File: config.mk
export PLATFORM = sky130hd
export DESIGN_NAME = border_mode_voxel_address
export DESIGN_NICKNAME = d
export VERILOG_FILES = /design/src/design/bmva_pkg.sv /design/src/design/border_mode_voxel_address.sv
export SDC_FILE = /design/constraint.sdc
export NUM_CORES = 2
export LEC_CHECK = 0
export ABC_CLOCK_PERIOD_IN_PS = 18500
export BUFFER_PORTS_ARGS = -buffer_cell sky130_fd_sc_hd__buf_2
export CAP_MARGIN = 25
export CELL_PAD_IN_SITES_DETAIL_PLACEMENT = 2
export CELL_PAD_IN_SITES_GLOBAL_PLACEMENT = 2
export CORE_MARGIN = 2
export CORE_UTILIZATION = 46
export DETAILED_ROUTE_END_ITERATION = 8
export PLACE_DENSITY_LB_ADDON = 0.08
export SYNTH_ARGS = -nofsm -noshare
export SYNTH_HDL_FRONTEND = slang
export SYNTH_SLANG_ARGS = --single-unit
File: constraint.sdc
create_clock -name clk -period 18.5 [get_ports clk]
set_clock_uncertainty 0.2 [all_clocks]
set_input_delay 4.625 -clock clk [delete_from_list [all_inputs] [get_ports clk]]
set_output_delay 4.625 -clock clk [all_outputs]
set_load 0.02 [all_outputs]
File: src/design/bmva_pkg.sv
`timescale 1ns / 1ps
// ----------------------------------------------------------------------------
// bmva_pkg
// Shared constants and codes for the border-mode voxel address generator.
// ----------------------------------------------------------------------------
package bmva_pkg;

    localparam int MAX_DIM_DEF    = 4096;
    localparam int COORD_BITS_DEF = 16;

    localparam int CFG_W     = 13;  // widest config register
    localparam int CFG_IDX_W = 2;
    localparam int MODE_W    = 2;
    localparam int IDX_W     = 36;  // element index width

    typedef enum logic [CFG_IDX_W-1:0] {
        REG_SIZE_X      = 2'd0,
        REG_SIZE_Y      = 2'd1,
        REG_SIZE_Z      = 2'd2,
        REG_BORDER_MODE = 2'd3
    } cfg_reg_t;

    typedef enum logic [MODE_W-1:0] {
        MODE_NONE      = 2'd0,
        MODE_REFLECT   = 2'd1,
        MODE_WRAP      = 2'd2,
        MODE_REPLICATE = 2'd3
    } border_mode_t;

endpackage

File: src/design/border_mode_voxel_address.sv
`timescale 1ns / 1ps
// ----------------------------------------------------------------------------
// border_mode_voxel_address
// Maps a signed 3-D voxel coordinate into the volume by border mode and
// returns its linear element index z*sx*sy + y*sx + x.
// ----------------------------------------------------------------------------
// Pipeline: input register, remainder pipeline (one quotient bit per stage),
//   fold stage, index stages m1 and m2, then the result register; done
//   strobes for one cycle.
// Throughput: one request per cycle; busy stays low, the results never stall.
// Reset (rst_n low, async): sizes return to 1, mode to none, pipeline empties.
// ----------------------------------------------------------------------------
module border_mode_voxel_address #(
    parameter int MAX_DIM    = bmva_pkg::MAX_DIM_DEF,
    parameter int COORD_BITS = bmva_pkg::COORD_BITS_DEF
) (
    input  logic                             clk,
    input  logic                             rst_n,
    // configuration write port
    input  logic                             cfg_write,
    input  bmva_pkg::cfg_reg_t               cfg_index,
    input  logic [bmva_pkg::CFG_W-1:0]       cfg_data,
    // request side
    input  logic                             start,
    output logic                             busy,
    input  logic signed [COORD_BITS-1:0]     coord_x,
    input  logic signed [COORD_BITS-1:0]     coord_y,
    input  logic signed [COORD_BITS-1:0]     coord_z,
    // result side
    output logic                             done,
    output logic [bmva_pkg::IDX_W-1:0]       element_index,
    output logic                             outside
);
    import bmva_pkg::*;

    localparam int NAX      = 3;                                  // x, y, z
    localparam int CB       = COORD_BITS;
    localparam int CW       = (MAX_DIM > 1) ? $clog2(MAX_DIM) : 1; // in-volume coord
    localparam int SW       = $clog2(MAX_DIM + 1);                // effective size
    localparam int DW       = $clog2(2 * MAX_DIM);                // divisor, up to 2s-1
    localparam int CMPW     = (CB > SW) ? CB : SW;                // range compare
    localparam int PW1      = CW + SW;                            // y*sx, z*sx
    localparam int YXW      = PW1 + 1;                            // y*sx + x
    localparam int PW2      = CW + 2 * SW;                        // z*sx*sy
    localparam int SUMW_RAW = PW2 + 1;
    localparam int SUMW     = (SUMW_RAW > IDX_W) ? SUMW_RAW : IDX_W;

    // Per-axis payload of the remainder pipeline.
    typedef struct packed {
        logic [DW-1:0] rem;   // partial remainder
        logic [CB-1:0] dvd;   // dividend bits still to shift in, MSB first
        logic          neg;   // coordinate was negative
        logic          oor;   // out of range for mode none
        logic [CW-1:0] dir;   // result for modes none / replicate
    } dax_t;

    // ------------------------------------------------------------------
    // Configuration registers
    // ------------------------------------------------------------------
    logic [CFG_W-1:0] size_reg [NAX];
    border_mode_t     mode_reg;

    always_ff @(posedge clk or negedge rst_n)
    begin
        if (!rst_n)
        begin
            for (int a = 0; a < NAX; a++)
            begin
                size_reg[a] <= CFG_W'(1);
            end
            mode_reg <= MODE_NONE;
        end
        else if (cfg_write)
        begin
            case (cfg_index)
                REG_SIZE_X:      size_reg[0] <= cfg_data;
                REG_SIZE_Y:      size_reg[1] <= cfg_data;
                REG_SIZE_Z:      size_reg[2] <= cfg_data;
                REG_BORDER_MODE: mode_reg    <= border_mode_t'(cfg_data[MODE_W-1:0]);
                default:         ;
            endcase
        end
    end

    // Effective size (0 acts as 1, clamp at MAX_DIM) and the divisor the
    // mode needs: reflect folds over a period of 2s-1, wrap over s.
    // Registered so no request sees the clamp and doubling in its path;
    // a request taken right after a write still sees the new value.
    logic [SW-1:0] seff_next [NAX];
    logic [SW-1:0] seff_reg  [NAX];
    logic [DW-1:0] dvs_next  [NAX];
    logic [DW-1:0] dvs_reg   [NAX];

    always_comb
    begin
        for (int a = 0; a < NAX; a++)
        begin
            if (size_reg[a] == '0)
                seff_next[a] = SW'(1);
            else if (32'(size_reg[a]) > MAX_DIM)
                seff_next[a] = SW'(MAX_DIM);
            else
                seff_next[a] = SW'(size_reg[a]);

            if (mode_reg == MODE_REFLECT)
                dvs_next[a] = DW'({seff_next[a], 1'b0} - (SW + 1)'(1));
            else
                dvs_next[a] = DW'(seff_next[a]);
        end
    end

    always_ff @(posedge clk or negedge rst_n)
    begin
        if (!rst_n)
        begin
            for (int a = 0; a < NAX; a++)
            begin
                seff_reg[a] <= SW'(1);
                dvs_reg[a]  <= DW'(1);
            end
        end
        else
        begin
            seff_reg <= seff_next;
            dvs_reg  <= dvs_next;
        end
    end

    // ------------------------------------------------------------------
    // Input register
    // ------------------------------------------------------------------
    logic                  in_vld_reg;
    logic signed [CB-1:0]  in_crd_reg [NAX];

    assign busy = 1'b0;   // fully pipelined, never holds a request off

    always_ff @(posedge clk or negedge rst_n)
    begin
        if (!rst_n)
            in_vld_reg <= 1'b0;
        else
            in_vld_reg <= start && !busy;
    end

    always_ff @(posedge clk)
    begin
        if (start && !busy)
        begin
            in_crd_reg[0] <= coord_x;
            in_crd_reg[1] <= coord_y;
            in_crd_reg[2] <= coord_z;
        end
    end

    // ------------------------------------------------------------------
    // Remainder pipeline. Stage 0 takes the magnitude and resolves the
    // clamp / range check; stages 1..CB each shift in one dividend bit
    // and do one compare-subtract (restoring division, remainder only).
    // ------------------------------------------------------------------
    logic [CB:0] dv_vld_reg;
    dax_t        dv_next [CB+1][NAX];
    dax_t        dv_reg  [CB+1][NAX];

    always_comb
    begin
        logic [CB-1:0]   crd_u;
        logic [CMPW-1:0] v_ext;
        logic            neg;
        logic            ge;
        logic [DW:0]     sh;
        logic [DW:0]     dvs_ext;

        for (int a = 0; a < NAX; a++)
        begin
            crd_u = in_crd_reg[a];
            neg   = crd_u[CB-1];
            v_ext = CMPW'(crd_u);
            ge    = v_ext >= CMPW'(seff_reg[a]);

            dv_next[0][a].rem = '0;
            dv_next[0][a].dvd = neg ? (~crd_u + CB'(1)) : crd_u;   // |v|
            dv_next[0][a].neg = neg;
            dv_next[0][a].oor = neg || ge;
            if (neg)
                dv_next[0][a].dir = '0;
            else if (ge)
                dv_next[0][a].dir = (mode_reg == MODE_NONE) ? '0 :
                                    CW'(seff_reg[a] - SW'(1));
            else
                dv_next[0][a].dir = CW'(v_ext);
        end

        for (int k = 1; k <= CB; k++)
        begin
            for (int a = 0; a < NAX; a++)
            begin
                dv_next[k][a] = dv_reg[k-1][a];
                dvs_ext = {1'b0, dvs_reg[a]};
                sh      = {dv_reg[k-1][a].rem, dv_reg[k-1][a].dvd[CB-1]};
                if (sh >= dvs_ext)
                    dv_next[k][a].rem = DW'(sh - dvs_ext);
                else
                    dv_next[k][a].rem = DW'(sh);
                dv_next[k][a].dvd = dv_reg[k-1][a].dvd << 1;
            end
        end
    end

    always_ff @(posedge clk or negedge rst_n)
    begin
        if (!rst_n)
            dv_vld_reg <= '0;
        else
            dv_vld_reg <= {dv_vld_reg[CB-1:0], in_vld_reg};
    end

    always_ff @(posedge clk)
    begin
        dv_reg <= dv_next;
    end

    // ------------------------------------------------------------------
    // Fold stage: turn the remainder into the in-volume coordinate.
    //   reflect: r < s ? r : (2s-1) - r
    //   wrap:    negative input with nonzero r gives s - r
    //   none / replicate: taken from stage 0
    // ------------------------------------------------------------------
    logic          fd_vld_reg;
    logic [CW-1:0] fd_crd_next [NAX];
    logic [CW-1:0] fd_crd_reg  [NAX];
    logic          fd_out_next;
    logic          fd_out_reg;

    always_comb
    begin
        logic [DW-1:0] r;
        logic [DW-1:0] s_ext;

        fd_out_next = 1'b0;
        for (int a = 0; a < NAX; a++)
        begin
            r     = dv_reg[CB][a].rem;
            s_ext = DW'(seff_reg[a]);
            case (mode_reg)
                MODE_REFLECT:
                    fd_crd_next[a] = (r < s_ext) ? CW'(r) : CW'(dvs_reg[a] - r);
                MODE_WRAP:
                    fd_crd_next[a] = (dv_reg[CB][a].neg && (r != '0)) ?
                                     CW'(s_ext - r) : CW'(r);
                default:
                    fd_crd_next[a] = dv_reg[CB][a].dir;
            endcase
            if (mode_reg == MODE_NONE && dv_reg[CB][a].oor)
                fd_out_next = 1'b1;
        end
    end

    always_ff @(posedge clk or negedge rst_n)
    begin
        if (!rst_n)
            fd_vld_reg <= 1'b0;
        else
            fd_vld_reg <= dv_vld_reg[CB];
    end

    always_ff @(posedge clk)
    begin
        fd_crd_reg <= fd_crd_next;
        fd_out_reg <= fd_out_next;
    end

    // ------------------------------------------------------------------
    // Index: z*sx and y*sx, then (z*sx)*sy and y*sx + x, then the sum.
    // ------------------------------------------------------------------
    logic           m1_vld_reg;
    logic [PW1-1:0] m1_zsx_reg;
    logic [PW1-1:0] m1_ysx_reg;
    logic [CW-1:0]  m1_x_reg;
    logic           m1_out_reg;

    logic           m2_vld_reg;
    logic [PW2-1:0] m2_zxy_reg;
    logic [YXW-1:0] m2_yx_reg;
    logic           m2_out_reg;

    logic [SUMW-1:0]  idx_sum;
    logic             done_reg;
    logic [IDX_W-1:0] element_index_reg;
    logic             outside_reg;

    always_ff @(posedge clk or negedge rst_n)
    begin
        if (!rst_n)
        begin
            m1_vld_reg <= 1'b0;
            m2_vld_reg <= 1'b0;
        end
        else
        begin
            m1_vld_reg <= fd_vld_reg;
            m2_vld_reg <= m1_vld_reg;
        end
    end

    always_ff @(posedge clk)
    begin
        m1_zsx_reg <= PW1'(fd_crd_reg[2]) * PW1'(seff_reg[0]);
        m1_ysx_reg <= PW1'(fd_crd_reg[1]) * PW1'(seff_reg[0]);
        m1_x_reg   <= fd_crd_reg[0];
        m1_out_reg <= fd_out_reg;

        m2_zxy_reg <= PW2'(m1_zsx_reg) * PW2'(seff_reg[1]);
        m2_yx_reg  <= YXW'(m1_ysx_reg) + YXW'(m1_x_reg);
        m2_out_reg <= m1_out_reg;
    end

    assign idx_sum = SUMW'(m2_zxy_reg) + SUMW'(m2_yx_reg);

    // Result register: payload reads zero between strobes.
    always_ff @(posedge clk or negedge rst_n)
    begin
        if (!rst_n)
        begin
            done_reg          <= 1'b0;
            element_index_reg <= '0;
            outside_reg       <= 1'b0;
        end
        else
        begin
            done_reg          <= m2_vld_reg;
            element_index_reg <= (m2_vld_reg && !m2_out_reg) ? idx_sum[IDX_W-1:0] : '0;
            outside_reg       <= m2_vld_reg && m2_out_reg;
        end
    end

    assign done          = done_reg;
    assign element_index = element_index_reg;
    assign outside       = outside_reg;

endmodule

==> results.md <==
* Status: completed
* Max Used Layer: met5
* Ys flop type: dfxtp_1
* CTS HTree Levels at 4
* Layout Nets at ~12000
* Area of the multi-input gates at between 50000 and 60000 µm²
* MaxCap Viol Count at 0
* Row Count at roughly 180
* Synth Instances at approximately 10000
* Final worst path period need at between 6 and 7 ns
* Worst Hold Class: reg2reg
* CTS tree: built
* Number of synthesized flops with an enable pin at 48
* Endpoint class of the critical path: flip-flop
* I/O Buffers at approximately 100
* Fin. max-slew vios at 0
* Die W at about 490 µm
* #FFs+latches synth at approximately 2100
* Initial antenna violation count at 20
* Cell taking the most area after synthesis: dfxtp_1
* Clk pin slew, worst setup/hold paths at around 0.08 ns
* Setup Viol. Count Final at 0
* Yosys Warn Count at 0
* Wl on met1 at between 150000 and 200000 µm
* CP Class: reg2reg
* Crit start category: flip-flop
* Seq/Total Area, Yosys at approximately 40%
* Via Count at approximately 80000
* Fin Setup TNS at 0 ns
* DIE HEIGHT at between 400 and 500 µm
* Fin cells at about 14000
* Final antenna-violating net count at 0
* Gr usage total at about 30%
* Critical path fanouts, max at 25
* Share of cells above drive strength 1 at just under 9%
* FF/Latch Area at ~44000 µm²
* Post-CTS sizing at 0
* P&R area growth vs syn at 11.4%
* Root buf cell: clkbuf_16
* Die ar. at around 240000 µm²
* Bufs on Longest Clock Path at 3
* First-pass GRT wire length at roughly 570000 µm
* Met3 wire len at ~11000 µm
* Worst slew pin tran at about 1.1 ns
* Largest net degree at the start of global routing at around 120
* Post-CTS setup buffer count at 0
* Fill count at 23500
* Synth top area share at a little over a third
* Post-DR vias/cell at 5.63
* Largest register FFs at about 1000
* Crit path DAT at between 7 and 8 ns
* Number of global-route vias before repair at 91700
* Area of the core at 235000 µm²
* Final Hold Fails at 0
* Starting density of the core at around 46%
* Syn Nets at roughly 12000
* Gp weighted congestion at around 0.86
* Hpwl dp at between 200000 and 300000 µm
* Drt pass-1 iters at 6
* Final Cycle Share at a little under two fifths
* Rel. slew slack at around 26%
* Post-route DRC at 0
* Dominant cells by area after synthesis: dfxtp_1 35%, ha_1 11%, fa_1 9.7%, dfrtp_1 3.9%, xnor2_1 3.6%
* Routed WL per cell at roughly 26 µm
* 1st-iter DRT viols at about 4100
* GRT overflow at 0
* Syn Area/Cell at a little over 10 µm²
* Synth top cells by count: 1909 x dfxtp_1, 1019 x inv_1, 985 x ha_1
* Synth unique cells at 85
* Skew-Pair Late Insertion Delay at 0.94 ns
* Drt total wl at about 370000 µm
* Most frequent cell after synthesis: dfxtp_1
* Asr flop ratio synth at under 10%
* CTS Sinks at 2135
* Total CTS buffers at 222
* Placed cells at 13600
* RSZ-0062 raised after global routing: no
* Synthesized area at 109000 µm²
* # IOs at approximately 110
* CP Data Required Time at between 15 and 20 ns
* DR WL met2 at approximately 190000 µm
* Max Freq at 144 MHz
layout make-up:
| class | count | share of cell area, % |
|---|---|---|
| Clock buffer | 300 | 5.24 |
| Tap cell | 3150 | 3.25 |
| Clock inverter | 116 | 1.52 |
| Sequential cell | 2135 | 36.4 |
| Multi-Input combinational cell | 7057 | 49.2 |
| Timing Repair Buffer | 200 | 1.16 |
| Inverter | 1025 | 3.18 |
| Antenna cell | 20 | 0.0413 |
placed cells by master (no fill, tap or decap), types with 151 or more instances in the layout:
cell type / netlist / final
a21oi_1: 358 / 358
and2_1: 258 / 258
clkbuf_16: 0 / 230
dfrtp_1: 169 / 167
dfxtp_1: 1909 / 1909
fa_1: 525 / 525
ha_1: 985 / 983
inv_1: 1019 / 1019
mux2_1: 175 / 175
mux2_4: 224 / 224
nand2_1: 806 / 806
nand3_1: 159 / 159
nand4_1: 151 / 151
nor2_1: 623 / 623
nor2b_1: 169 / 169
nor3_1: 230 / 228
o21ai_1: 283 / 283
xnor2_1: 449 / 449
xor2_1: 231 / 231
worst max-delay path: stages (launching register included):
cell and delay, ns:
dfrtp_1 0.40, buf_4 0.25, and2_1 0.21, fa_1 0.53
inv_1 0.06, fa_1 0.54, inv_1 0.06, fa_1 0.53
inv_1 0.06, fa_1 0.46, fa_1 0.56, inv_1 0.05
ha_1 0.33, inv_1 0.10, o22ai_1 0.11, a2111oi_1 0.74
o311ai_1 0.45, a31o_1 0.36, a21o_1 0.22, a311oi_1 0.44
xnor2_1 0.17
layer usage:
layer	global-route usage [%]	vias to the layer above
li1	-	35800
met1	36.3	40600
met2	54.9	1579
met3	3.48	809
met4	13.7	4
met5	0	-
kinds of logic (layout without fill, tap and decap cells):
kind of cell | Yosys count | in the layout | synth area share [%]
multiplexers | 587 | 587 | 6.69
adder cells (fa/ha/maj) | 1510 | 1510 | 21.0
AND/OR/NAND/NOR | 2742 | 2742 | 12.2
other | 1 | 21 | 0.00345
buffers and inverters | 1276 | 1641 | 4.62
AO/OA/AOI/OAI | 1537 | 1537 | 9.46
flip-flops | 2135 | 2135 | 40.6
XOR/XNOR | 680 | 680 | 5.48
path summary, 6_finish.rpt:
check | slack, ns | cells after the start | start | endpoint
max | 11.57 | 20 | seff_reg[16] | m2_zxy_reg[35]
min reg2reg | 0.005 | 0 | dv_next[1034] | dv_next[905]
min in group asynchronous | 3.50 | 1 | rst_n | element_index[23]
max in group asynchronous | 12.91 | 3 | rst_n | size_reg[22]
max reg2reg | 11.57 | 20 | seff_reg[16] | m2_zxy_reg[35]
min | 0.005 | 0 | dv_next[1034] | dv_next[905]
timing repair:
item | 4_1_cts | 5_1_grt
hold buffers | 1 | 0
setup endpoints to repair | 0 | 0
hold endpoints to repair | 1 | 0
per-stage QoR:
stage               instance area (µm²)  utilization (%)  hold WS [ns]  setup WS (ns)
global route                     121000             51.5        0.0144          11.32
CTS                              121000             51.4        0.0202          11.61
global placement                 113000             47.9         0.110          11.72
detailed placement               113000             48.0         0.113          11.70
finish                           121000             51.5       0.00502          11.57
floorplan                        109000                -         0.110          12.40
Power is left out: the tool's default activity adds up to more than one toggle a clock period on the data nets, which glitch-free logic cannot reach.
